<file path="src/rtl/clahe_pkg.sv">
// ----------------------------------------------------------------------------
// clahe_pkg
// Shared types, constants and helpers of the sliding CLAHE pixel equalizer.
// ----------------------------------------------------------------------------
`default_nettype none

package clahe_pkg;

   // Histogram geometry
   localparam int MAX_BINS    = 4096;
   localparam int BIN_BITS    = $clog2(MAX_BINS);
   localparam int CNT_W       = BIN_BITS + 1;
   localparam int COUNT_BITS  = 19;
   localparam int CLIP_PASSES = 5;
   localparam int PASS_W      = $clog2(CLIP_PASSES + 1);

   // Arithmetic widths
   localparam int VALUE_BITS = 16;
   localparam int SUM_W      = COUNT_BITS + BIN_BITS;
   localparam int NUM_W      = SUM_W + VALUE_BITS;
   localparam int FRAC_W     = VALUE_BITS + 1;
   localparam int AMT_W      = 16;
   localparam int CSR_W      = 19;

   localparam logic [COUNT_BITS-1:0] COUNT_MAX  = '1;
   localparam logic [AMT_W:0]        AMOUNT_ONE = 17'd32768;

   // Resolution codes
   localparam logic [1:0] RES_256  = 2'd0;
   localparam logic [1:0] RES_1024 = 2'd1;
   localparam logic [1:0] RES_4096 = 2'd2;

   // Register indexes
   localparam logic [1:0] REG_RESOLUTION = 2'd0;
   localparam logic [1:0] REG_CLIP_LIMIT = 2'd1;
   localparam logic [1:0] REG_BLEND      = 2'd2;

   typedef enum logic [1:0] {
      FUNC_CLEAR  = 2'd0,
      FUNC_ADD    = 2'd1,
      FUNC_REMOVE = 2'd2,
      FUNC_EVAL   = 2'd3
   } func_type;

   typedef enum logic [3:0] {
      ST_INIT,
      ST_IDLE,
      ST_CLEAR,
      ST_UPDATE,
      ST_SWEEP,
      ST_STEP_DIV,
      ST_FRAC_DIV,
      ST_MUL_KEEP,
      ST_MUL_EQ,
      ST_OUT
   } state_type;

   typedef struct packed {
      logic [1:0]  func;
      logic [11:0] sample_bin;
      logic [15:0] center_value;
      logic [11:0] center_bin;
   } req_type;

   typedef struct packed {
      logic [15:0] equalized_value;
      logic        degenerate;
   } rsp_type;

   // Log2 of the active bin count, capped at the histogram depth
   function automatic logic [3:0] bins_log2(input logic [1:0] res);
      logic [3:0] l;
      unique case (res)
         RES_1024: l = 4'd10;
         RES_4096: l = 4'd12;
         default:  l = 4'd8;
      endcase
      if (l > 4'(BIN_BITS)) l = 4'(BIN_BITS);
      return l;
   endfunction

endpackage

`default_nettype wire

</file>
<file path="src/rtl/clahe_div.sv">
// ----------------------------------------------------------------------------
// clahe_div
// Restoring serial divider, one quotient bit per cycle.
// ----------------------------------------------------------------------------
`default_nettype none

module clahe_div
   import clahe_pkg::*;
(
   input  wire logic             clock,
   input  wire logic             reset,
   input  wire logic             start,
   input  wire logic [NUM_W-1:0] num,
   input  wire logic [SUM_W-1:0] den,
   output logic                  done,
   output logic      [NUM_W-1:0] quo
);

   localparam int ITER_W = $clog2(NUM_W);

   logic              busy_ff, busy_in;
   logic              done_ff, done_in;
   logic [ITER_W-1:0] iter_ff, iter_in;
   logic [NUM_W-1:0]  quo_ff, quo_in;
   logic [SUM_W-1:0]  rem_ff, rem_in;
   logic [SUM_W-1:0]  den_ff, den_in;
   logic [SUM_W:0]    trial;
   logic              ge;

   // Shift one numerator bit into the remainder and try a subtract
   always_comb begin
      trial   = {rem_ff, quo_ff[NUM_W-1]};
      ge      = trial >= {1'b0, den_ff};
      busy_in = busy_ff;
      done_in = 1'b0;
      iter_in = iter_ff;
      quo_in  = quo_ff;
      rem_in  = rem_ff;
      den_in  = den_ff;
      if (start) begin
         busy_in = 1'b1;
         iter_in = '0;
         quo_in  = num;
         rem_in  = '0;
         den_in  = den;
      end else if (busy_ff) begin
         quo_in  = {quo_ff[NUM_W-2:0], ge};
         rem_in  = ge ? SUM_W'(trial - {1'b0, den_ff}) : trial[SUM_W-1:0];
         iter_in = iter_ff + 1'b1;
         if (iter_ff == ITER_W'(NUM_W - 1)) begin
            busy_in = 1'b0;
            done_in = 1'b1;
         end
      end
   end

   always_ff @(posedge clock) begin
      if (reset) begin
         busy_ff <= 1'b0;
         done_ff <= 1'b0;
      end else begin
         busy_ff <= busy_in;
         done_ff <= done_in;
      end
   end

   always_ff @(posedge clock) begin
      iter_ff <= iter_in;
      quo_ff  <= quo_in;
      rem_ff  <= rem_in;
      den_ff  <= den_in;
   end

   assign done = done_ff;
   assign quo  = quo_ff;

endmodule

`default_nettype wire

</file>
<file path="config.mk">
export PLATFORM = sky130hd
export DESIGN_NAME = clahe_div
export DESIGN_NICKNAME = d
export VERILOG_FILES = /design/src/rtl/clahe_pkg.sv /design/src/rtl/clahe_div.sv
export SDC_FILE = /design/constraint.sdc
export NUM_CORES = 1
export LEC_CHECK = 0
export BUFFER_PORTS_ARGS = -buffer_cell sky130_fd_sc_hd__buf_2
export CORE_ASPECT_RATIO = 1.5
export CORE_MARGIN = 2
export CORE_UTILIZATION = 55
export DETAILED_ROUTE_END_ITERATION = 6
export PLACE_DENSITY = 0.83
export REMOVE_ABC_BUFFERS = 1
export SLEW_MARGIN = 20
export SYNTH_ARGS = -nofsm -noshare
export SYNTH_HDL_FRONTEND = slang
export SYNTH_SLANG_ARGS = --single-unit
</file>
<file path="constraint.sdc">
create_clock -name clock -period 5.1 [get_ports clock]
set_input_delay 0.51 -clock clock [delete_from_list [all_inputs] [get_ports clock]]
set_output_delay 0.51 -clock clock [all_outputs]
set_load 0.01 [all_outputs]
</file>
[Word level (Yosys, flattened, before mapping)]
Index checks and enable logic that the tools add are counted.
Word-level totals
  bits of input ports: 81
  register bits after elaboration: 117
  output and inout port bits: 48
Cells by class
  add/subtract/negate cells: 2
  mux-type cells: 7
  bitwise logic cells: 1
  equal/unequal tests: 1
  order comparisons: 1
  reductions and logical operators: 2
Operators by type and width (count)
  two-way mux 47 bit: 2
  >= comparator 32 x 31 -> 1 bit: 1
  two-way mux 31 bit: 1
  subtractor 31 bit: 1
  adder 6 x 1 -> 6 bit (second input constant): 1
  == test 6 bit (second input constant): 1
  two-way mux 1 bit: 4
  OR reduction 3 bit: 1
  nonzero test 2 bit: 1
  inverter 1 bit: 1

[Longest topological paths before layout]
  word-level depth: 4
  mapped depth: 14
  depth with buffers taken out: 11

[Worst setup path before layout]
OpenSTA, ideal clock, no wires.
  path kind: reg2reg
  start: reg quo_ff[46], in the netlist quo[46]
  end: reg quo_ff[0], in the netlist quo[0], data pin
  buffers on the path: 2
  arrival: 2565 ps
  path slack: 2275 ps
  data required time: 4840 ps
  cell stages (with the launch flop): 13
  cells stage by stage: edfxtp_1 inv_1 ha_1 fa_1 nor2b_1 o31a_1 a31oi_1 a21o_1 a31oi_4 or2_1 buf_6 buf_6 mux2_2
Between the ends
  longest elaborated chain between the ends: 3
Ends and longest elaborated chain
  start, declared: RTL line clahe_div.sv:24  | logic [NUM_W-1:0] quo_ff, quo_in;
  start signal, assigned: RTL line clahe_div.sv:69  | quo_ff <= quo_in;
  >= comparator 32 x 31 -> 1 bit: RTL line clahe_div.sv:33  | ge = trial >= {1'b0, den_ff};
  two-way mux 47 bit: RTL line clahe_div.sv:46  | end else if (busy_ff) begin
  two-way mux 47 bit: RTL line clahe_div.sv:40  | if (start) begin
  named net quo_in[0]: RTL line clahe_div.sv:24
The timed path passes the listed nets, and every way through them passes these cells. The select of a mux whose other input is x is not followed.
A chain may end at the register's enable or synchronous reset.

[Final worst setup path]
  start: reg quo_ff[46], in the netlist quo[46]
  end: reg rem_ff[28]
Between the ends
  longest elaborated chain between the ends: 2
Ends and longest elaborated chain
  subtractor 31 bit / >= comparator 32 x 31 -> 1 bit (equally long branches): RTL line clahe_div.sv:48, clahe_div.sv:33
  two-way mux 31 bit (*): RTL line clahe_div.sv:48  | rem_in = ge ? SUM_W'(trial - {1'b0, den_ff}) : trial[SUM_W-1:0];
  end signal, assigned: RTL line clahe_div.sv:70  | rem_ff <= rem_in;
  end, declared: RTL line clahe_div.sv:25  | logic [SUM_W-1:0] rem_ff, rem_in;
Mark *: on every way between the ends. The rest lies on a longest branch, timed or not.

==> impl_metrics.tcl <==
set metrics [dict create \
    antenna_found_initial 0 \
    r2r_end "rem_ff[28]$_SDFFE_PP0P_" \
    rr_worst_depth 11 \
    min_path_type "in -> reg" \
    synth-main-ff-cell "edfxtp_1" \
    diodes 0 \
    endpoint_kind "flop" \
    critPathMaxStageDelay_ns 0.61 \
    cp_top_family "compound AO/OA/AOI/OAI gates" \
    num_vias 5538 \
    hold_viol 0 \
    place_congestion 0.922 \
    powerDensity_nw_per_um2 371 \
    worstHoldPathCells 1 \
    htree_levels 4 \
    r2r-start "quo[46]$_DFFE_PP_" \
    nets 872 \
    syn_area_um2 6640 \
    fin_util_pct 66.8 \
    firstDrtPassIters 6 \
    holdBufCountCts 0 \
    globalRouteMet2Util_pct 45.9 \
    hpwlAfterDp_um 11300 \
    viasPerCell 6.00 \
    path_cells "inv_1, ha_1, fa_1, nor2b_1, o31a_1, a31oi_1, a21o_1, a31oi_4, or2_2, nand2b_1, o32ai_1" \
    critPathSlowestCell "or2_2" \
    fin_cells 923 \
    required_ns 5.43 \
    cp_max_fo 29 \
    max_freq_ghz 0.295 \
    route.detailed.drc 0 \
    cts_root_buffer "clkbuf_16" \
    finalMaxSlewViolations 0 \
    dieArea_um2 13000 \
    top_usage_layer "met2" \
    cts_resized 0 \
    grt.total_usage_pct 26.2 \
    clk_pin_slew_worst_paths_ns 0.06 \
    holdCritStartpoint "den[3]" \
    die_w_um 93.7 \
    finalCritPeriodShare_pct 66.6 \
    die_h_um 139 \
    cts_tree "built" \
    cap_violations 0 \
    setup_tns_ns 0 \
    n_fill_cell 901 \
    synth-seq-area-share_pct 47.0 \
    cp.depth 11 \
    fin_crit_ns 3.40 \
    grt_setup_unrepaired "no" \
    synthArstFlopShare_pct 0 \
    fin_skew_ns 0.0102 \
    worstPathArrival_ns 3.72 \
    ios 129 \
    cts_inserted_buffers 17 \
    grt_pass1_vias 5810 \
    cts_setup_buffers 0 \
    grt_util_met1_pct 27.8 \
    grt_max_degree 68 \
    min_to "den_ff[3]$_DFFE_PP_" \
    start_kind "flop" \
    tightest_slew_ns 1.06 \
    ys_types 69 \
    wl_per_cell_um 18.1 \
    ys_seq_elements 117 \
    rows 49 \
    core_um2 11900 \
    synth_edf_count 78 \
    drive_gt1_share_pct 29.4 \
    status "finished clean" \
    synth_warnings 0 \
    timing.critical_path.buf_inv 1 \
    criticalPathCategory "reg -> reg" \
    synthCells 641 \
    p_leak_nw 3.30 \
    dpl.cell_count 891 \
    ir_drop_v 0.000315 \
    drtIter0Drc 410 \
    clk_path_buf_depth 2 \
    setup_violations 0 \
    overflow 0 \
    r2r_setup_slack_ns 1.70 \
    grt_pass1_wl_um 27000 \
    io_buffers 128 \
    wl_um 16700 \
    syn2layout_area_growth_pct 19.6 \
    start_util_pct 55.8 \
    drtAntennaViolNets 0 \
    clkLatencyLatePin_ns 0.42 \
    synth.avg_cell_area_um2 10.4 \
    relSlewSlack_pct 29.7 \
    use_met3_pct 7.77 \
    cts.sinks 117 \
]
flip-flops by register name (all words and copies together) (netlist names):
| signal | count |
|---|---|
| den_ff | 31 |
| rem_ff | 31 |
| busy_ff | 1 |
| done | 1 |
| iter_ff | 6 |
| quo | 47 |
layout make-up:
cell class	instances	area (µm²)	share of cell area, %
clock inverters	13	173	2.17
inverters	43	161	2.03
multi-input cells	448	3200	40.2
flip-flops and latches	117	3120	39.3
clock buffers	19	443	5.57
repair buffers	130	658	8.28
well taps	153	191	2.41
power breakdown:
group / switching (W) / internal [W]
Combinational: 0.000316 / 0.000228
Clock: 0.000462 / 0.000788
Sequential: 0.0000509 / 0.00111
Total: 0.000829 / 0.00212
layout by cell type (no fill, tap or decap), drive strengths merged, types with 24 or more instances in the layout:
| master | Yosys | routed |
|---|---|---|
| a311oi | 24 | 24 |
| mux2 | 47 | 47 |
| dfxtp | 39 | 39 |
| edfxtp | 78 | 78 |
| buf | 12 | 130 |
| a21oi | 30 | 30 |
| nand2 | 74 | 74 |
| ha | 33 | 33 |
| inv | 43 | 46 |
| nor2 | 50 | 50 |
logic make-up (layout without fill, tap and decap cells):
kind of cell	count (synthesis)	in the layout	share of synthesized area (%)
adder cells (fa/ha/maj)	34	34	6.52
AO/OA/AOI/OAI	149	149	16.5
flip-flops	117	117	47.0
buffers and inverters	76	205	4.86
XOR/XNOR	23	23	3.03
multiplexers	51	51	8.57
AND/OR/NAND/NOR	191	191	13.5
metrics by stage:
step                      setup WS, ns  area [µm²]  hold slack (ns)  total power (W)
final                             1.70        7950            0.263          0.00295
after global routing              1.48        7950            0.251          0.00306
after CTS                         1.35        7950            0.244          0.00296
after detailed placement          1.38        7330            0.490          0.00170
after global placement            1.57        7330            0.471          0.00168
after floorplan                   2.03        6480            0.452          0.00152
worst max path at each step:
stage,startpoint,to
finish,quo[46]$_DFFE_PP_,rem_ff[28]$_SDFFE_PP0P_
global route,quo[46]$_DFFE_PP_,rem_ff[28]$_SDFFE_PP0P_
CTS,quo[46]$_DFFE_PP_,rem_ff[28]$_SDFFE_PP0P_
detailed placement,quo[46]$_DFFE_PP_,rem_ff[28]$_SDFFE_PP0P_
global placement,quo[46]$_DFFE_PP_,rem_ff[28]$_SDFFE_PP0P_
floorplan,quo[46]$_DFFE_PP_,rem_ff[28]$_SDFFE_PP0P_
metal layers:
layer | share of wire, % | up-vias
met1 | 37 | 2614
li1 | - | 2598
met3 | 7.1 | 68
met5 | 0 | -
met4 | 4.2 | 0
met2 | 52 | 258
Yosys cell counts, types with 19 or more instances:
cell type	count	area (µm²)
nand2_1	74	278
a21oi_1	30	150
dfxtp_1	39	781
o21ai_0	22	110
mux2_2	47	529
ha_1	33	413
edfxtp_1	78	2340
inv_1	43	161
clkbuf_1	21	78.8
nor2_1	49	184
a311oi_1	19	166
Power figures use the tool's default switching activity.
